<file path="src/rtl/tag_world_pose_compose_top_macros.svh">
// assertion macros used by twpc_back
`ifndef TAG_WORLD_POSE_COMPOSE_TOP_MACROS_SVH
`define TAG_WORLD_POSE_COMPOSE_TOP_MACROS_SVH

// implication checked on every clock edge outside reset
`define TWPC_ASSERT_IMP(label, clk, rst_n, pre, post) \
  label: assert property (@(posedge clk) disable iff (!rst_n) (pre) |-> (post)) \
    else $error("assertion failed");

// next-cycle implication
`define TWPC_ASSERT_NEXT(label, clk, rst_n, pre, post) \
  label: assert property (@(posedge clk) disable iff (!rst_n) (pre) |=> (post)) \
    else $error("assertion failed");

`endif

</file>
<file path="src/rtl/twpc_pkg.sv">
package twpc_pkg;

  localparam int PosW   = 32;
  localparam int AngW   = 16;
  localparam int CsW    = 32;   // sin/cos, 30 fraction bits
  localparam int Steps  = 28;
  localparam int WideW  = 36;   // difference and accumulated sums
  localparam int ProdW  = 68;
  localparam int QDepth = 4;
  localparam int QPtrW  = 2;

  localparam logic [1:0] RegCamX   = 2'd0;
  localparam logic [1:0] RegCamY   = 2'd1;
  localparam logic [1:0] RegCamAng = 2'd2;

  localparam logic signed [CsW-1:0] OneQ30  = 32'sd1073741824;
  localparam logic signed [CsW-1:0] GainQ30 = 32'sd652032874;

  typedef logic signed [PosW-1:0] pos_t;
  typedef logic [AngW-1:0]        ang_t;
  typedef logic signed [CsW-1:0]  cs_t;

  typedef struct packed {
    pos_t lx; pos_t ly; ang_t la;
    pos_t tx; pos_t ty; ang_t ta;
    pos_t mx; pos_t my; ang_t ma;
    pos_t sx; pos_t sy; ang_t sa;
  } sight_t;

  function automatic logic [31:0] atan_f(input int i);
    logic [31:0] t [Steps];
    t = '{32'h20000000, 32'h12E4051E, 32'h09FB385B, 32'h051111D4, 32'h028B0D43,
          32'h0145D7E1, 32'h00A2F61E, 32'h00517C55, 32'h0028BE53, 32'h00145F2F,
          32'h000A2F98, 32'h000517CC, 32'h00028BE6, 32'h000145F3, 32'h0000A2FA,
          32'h0000517D, 32'h000028BE, 32'h0000145F, 32'h00000A30, 32'h00000518,
          32'h0000028C, 32'h00000146, 32'h000000A3, 32'h00000051, 32'h00000029,
          32'h00000014, 32'h0000000A, 32'h00000005};
    return t[i];
  endfunction

  function automatic pos_t sat_f(input logic signed [WideW-1:0] v);
    logic signed [WideW-1:0] hi;
    logic signed [WideW-1:0] lo;
    hi = WideW'(signed'({1'b0, {(PosW-1){1'b1}}}));
    lo = -hi - WideW'(1);
    if (v > hi) return pos_t'(hi);
    if (v < lo) return pos_t'(lo);
    return pos_t'(v);
  endfunction

  // product of a q30 value, rounded half away from zero
  function automatic logic signed [WideW-1:0] rnd_f(input logic signed [ProdW-1:0] p);
    logic [ProdW-1:0] m;
    logic [ProdW-1:0] r;
    m = p[ProdW-1] ? ProdW'(-p) : ProdW'(p);
    r = (m + (ProdW'(1) << 29)) >> 30;
    return p[ProdW-1] ? -WideW'(r) : WideW'(r);
  endfunction

endpackage

</file>
<file path="src/rtl/twpc_front.sv">
// accepts sightings into a short queue
module twpc_front (
  input  logic              clk_i,
  input  logic              rst_ni,
  input  logic              push,
  output logic              full,
  input  twpc_pkg::sight_t  item_i,
  input  logic              deq_i,
  output logic              avail_o,
  output twpc_pkg::sight_t  item_o
);
  twpc_pkg::sight_t mem_q [twpc_pkg::QDepth];
  logic [twpc_pkg::QPtrW-1:0] wp_q, rp_q;
  logic [twpc_pkg::QPtrW:0]   cnt_q;
  logic wr, rd;

  assign full    = (cnt_q == (twpc_pkg::QPtrW+1)'(twpc_pkg::QDepth));
  assign avail_o = (cnt_q != '0);
  assign wr      = push && !full;
  assign rd      = deq_i && avail_o;
  assign item_o  = mem_q[rp_q];

  always_ff @(posedge clk_i or negedge rst_ni) begin
    if (!rst_ni) begin
      wp_q <= '0; rp_q <= '0; cnt_q <= '0;
    end else begin
      if (wr) wp_q <= wp_q + 1'b1;
      if (rd) rp_q <= rp_q + 1'b1;
      cnt_q <= cnt_q + (twpc_pkg::QPtrW+1)'(wr) - (twpc_pkg::QPtrW+1)'(rd);
    end
  end

  always_ff @(posedge clk_i) begin
    if (wr) mem_q[wp_q] <= item_i;
  end
endmodule

</file>
<file path="config.mk">
export PLATFORM = sky130hd
export DESIGN_NAME = twpc_front
export DESIGN_NICKNAME = d
export VERILOG_FILES = /design/src/rtl/tag_world_pose_compose_top_macros.svh /design/src/rtl/twpc_pkg.sv /design/src/rtl/twpc_front.sv
export SDC_FILE = /design/constraint.sdc
export NUM_CORES = 1
export LEC_CHECK = 0
export ABC_AREA = 1
export BUFFER_PORTS_ARGS = -buffer_cell sky130_fd_sc_hd__buf_2
export CAP_MARGIN = 20
export CORE_MARGIN = 5
export CORE_UTILIZATION = 44
export DETAILED_ROUTE_END_ITERATION = 10
export GPL_TIMING_DRIVEN = 1
export PLACE_DENSITY = 0.62
export SLEW_MARGIN = 40
export SYNTH_ARGS = -nofsm -noshare
export SYNTH_HDL_FRONTEND = slang
export SYNTH_SLANG_ARGS = --single-unit
</file>
<file path="constraint.sdc">
create_clock -name clk_i -period 17.1 [get_ports clk_i]
set_input_delay 0.855 -clock clk_i [delete_from_list [all_inputs] [get_ports clk_i]]
set_output_delay 0.855 -clock clk_i [all_outputs]
set_load 0.02 [all_outputs]
</file>
==> key figures <==
Run status
  – Outcome: complete, no violations

Global routing
  – First-pass GRT wire length: 174 mm
  – Pin count of the biggest net entering global routing: 208
  – Grt ovf: 0
  – Vias in the first global route: 29200
  – Gr usage total: 0.185
  – Initial antenna violation count: 58

Placed design
  – Area after DPL: 55000 µm²
  – Placer Congestion: 0.806
  – Number of I/O port buffers: 645
  – Hpwl dp: 69.1 mm

Timing
  – Fmax: 195 MHz
  – Final Setup Violations: 0
  – Fin. max-slew vios: 0
  – Final clock skew: 0.0203 ns
  – Setup TNS: 0 ns
  – Part of the cycle the worst path needs: 0.300
  – RSZ-0062 raised after global routing: no
  – Tmin final: 5.13 ns
  – Relative slew slack: 0.454
  – Worst Tran Pin Value: 0.818 ns
  – Endpoints failing hold: 0

Route
  – Vias: 30900
  – Routed wire length: 116 mm
  – Routed WL per cell: 18.2 µm
  – DR DRC count: 0
  – Antenna viol nets, final: 0
  – DRT Pass-1 Iters: 5
  – Vias per cell: 4.85
  – DR iter-0 viols: 2072

Worst setup path
  – R2R Setup Slk: 13.76 ns
  – Crit path top cell by count: buf_6
  – Nature of the critical path endpoint: output pin
  – Worst EP required: 16.25 ns
  – Slowest CP cell: buf_6
  – CP startpoint: rp_q[0]
  – Arr. time, crit path: 4.27 ns
  – Startpoint type of the worst setup path: register
  – Crit path cell chain: buf_6, buf_12, buf_6, buf_6, nor2_1, nor2_1, o21ai_0, nand2_1, buf_2
  – Worst r2r dst: mem_q[0][152]
  – Worst R2R Start: cnt_q[1]
  – Class of the most critical setup path: register to output pin
  – Largest stage delay on the critical path: 0.62 ns
  – FF-to-FF path depth: 8
  – CP bufs+invs: 5
  – CP endpoint: item_o[53]
  – Levels on crit path: 9
  – Peak fanout along the critical path: 99
  – Crit path max-delay family: buffers and inverters

Power and ir drop
  – Peak VDD IR: 0.000146 V
  – PD cells: 186 nW/µm²
  – Power Total: 11.0 mW
  – Leak: 23.4 nW

Die
  – Die width: 349 µm
  – Num rows: 124
  – Die area: 122000 µm²
  – Die Y: 349 µm
  – Ports: 646
  – Initial core utilization: 0.442
  – Placeable core area: 114000 µm²

Synth
  – Synth unique cells: 16
  – Synth warnings: 0
  – Sequential cell area fraction in the yosys report: 0.764
  – Flops & latches, synth: 1287
  – Largest cells by area after synthesis: edfxtp_1 76%, nand2_1 7.3%, nor2_1 4.8%
  – Netlist Area Pre-Place: 50500 µm²
  – Cell taking the most area after synthesis: edfxtp_1
  – Mean Syn Cell Area: 12.3 µm²
  – Post-Synthesis Cells: 4113
  – Top cell type's share of synthesized area: 0.761
  – Syn Nets: 4444

Clocking
  – CTS H-tree depth: 4
  – Skew-Pair Late Insertion Delay: 0.72 ns
  – TritonCTS Buffers: 137
  – Clock slew at reported path FFs: 0.06 ns
  – Post-CTS resize count: 0
  – Clk sinks: 1287
  – CTS tree: done
  – Root Buffer Master: clkbuf_16
  – Maximum root-to-sink buffer count: 3

Min path
  – HP Class: primary input to register
  – Hold path depth: 1

Final layout
  – Final #Nets: 5056
  – Post-Layout Inst Area: 59300 µm²
  – Filler cells: 9727
  – Layout cells sized above 1: 0.178
  – Multi-input logic area: 9450 µm²
  – Area Growth Syn to Fin: 17.5%
  – Register area: 38600 µm²

Flow run
  – MaxCap Viol Count: 0
layer usage:
| layer | global-route usage | part of all wire |
|---|---|---|
| met1 | 0.222 | 0.39 |
| met4 | 0.0810 | 0.040 |
| met5 | 0 | 0.0015 |
| met2 | 0.311 | 0.50 |
| met3 | 0.0556 | 0.071 |
power by group:
group          switching [mW]  total (mW)  internal [mW]
registers               0.119        4.26           4.14
logic                    2.97        4.04           1.07
clock network            1.16        2.74           1.58
total                    4.25        11.0           6.79
cell families after synthesis:
| family | share of synthesized area |
|---|---|
| buf+inv | 0.0491 |
| simple gates | 0.121 |
| fa+ha+maj | 0.00188 |
| compound gates | 0.0634 |
| flops | 0.764 |
cell type report:
type | count | share of cell area
diodes | 38 | 0.00160
multi-input cells | 2276 | 0.159
flip-flops and latches | 1287 | 0.651
inverters | 337 | 0.0217
clock buffers | 176 | 0.0617
clock inverters | 59 | 0.00852
well taps | 1512 | 0.0319
repair buffers | 686 | 0.0646
cell usage after synthesis (all sizes together):
cell type / n
dfrtp: 7
inv: 337
nand3: 5
edfxtp: 1280
fa: 1
nor2: 645
ha: 6
nand2: 979
buf: 119
clkbuf: 94
o21ai: 640
cells in the final DEF (no fill, tap or decap):
cell,n
buf_12,8
buf_16,6
buf_2,645
buf_4,6
buf_6,19
bufinv_16,4
clkbuf_1,35
clkbuf_16,141
clkbuf_8,1
clkinv_1,33
clkinv_16,2
clkinv_2,7
clkinv_4,2
clkinv_8,4
dfrtp_1,6
dfrtp_4,1
diode_2,38
dlygate4sd3_1,1
edfxtp_1,1280
fa_1,1
ha_1,6
inv_1,335
inv_12,1
inv_16,2
inv_6,5
inv_8,1
nand2_1,979
nand3_1,5
nor2_1,641
nor2_4,4
o21ai_0,416
o21ai_1,224
sequential cells by signal, indices dropped and copies added, names as in the netlist:
name and flops:
mem_q 1280, cnt_q 3, rp_q 2, wp_q 2
worst min-delay path by stage:
stage	startpoint	to	slack (ns)
floorplan	rp_q[1]	rp_q[1]	0.44
global placement	cnt_q[0]	cnt_q[0]	0.49
detailed placement	cnt_q[0]	cnt_q[0]	0.50
CTS	item_i[61]	mem_q[3][61]	0.26
global route	item_i[199]	mem_q[0][199]	0.29
finish	item_i[205]	mem_q[0][205]	0.34
what timing repair did:
action                                 in CTS  in global routing
buffers inserted                            0                  0
hold buffers                                1                  0
endpoints found under the hold margin       7                  0
stage by stage:
step / std cells / setup WS [ns] / util / hold WS (ns)
after global placement: 6089 / 11.09 / 0.480 / 0.493
after global routing: 6357 / 11.58 / 0.519 / 0.285
after floorplan: 4113 / 1.84 / - / 0.441
after CTS: 6330 / 10.73 / 0.518 / 0.262
after detailed placement: 6094 / 11.58 / 0.482 / 0.499
final: 6371 / 11.97 / 0.520 / 0.342
worst register-to-register path: cells and delay by family, from the launching register on:
family                 cells  cell delay (ns)
DFF                        1             0.42
and+or+nand+nor            4             0.73
buffers and inverters      4             1.83
(Power assumes the default switching activity.)
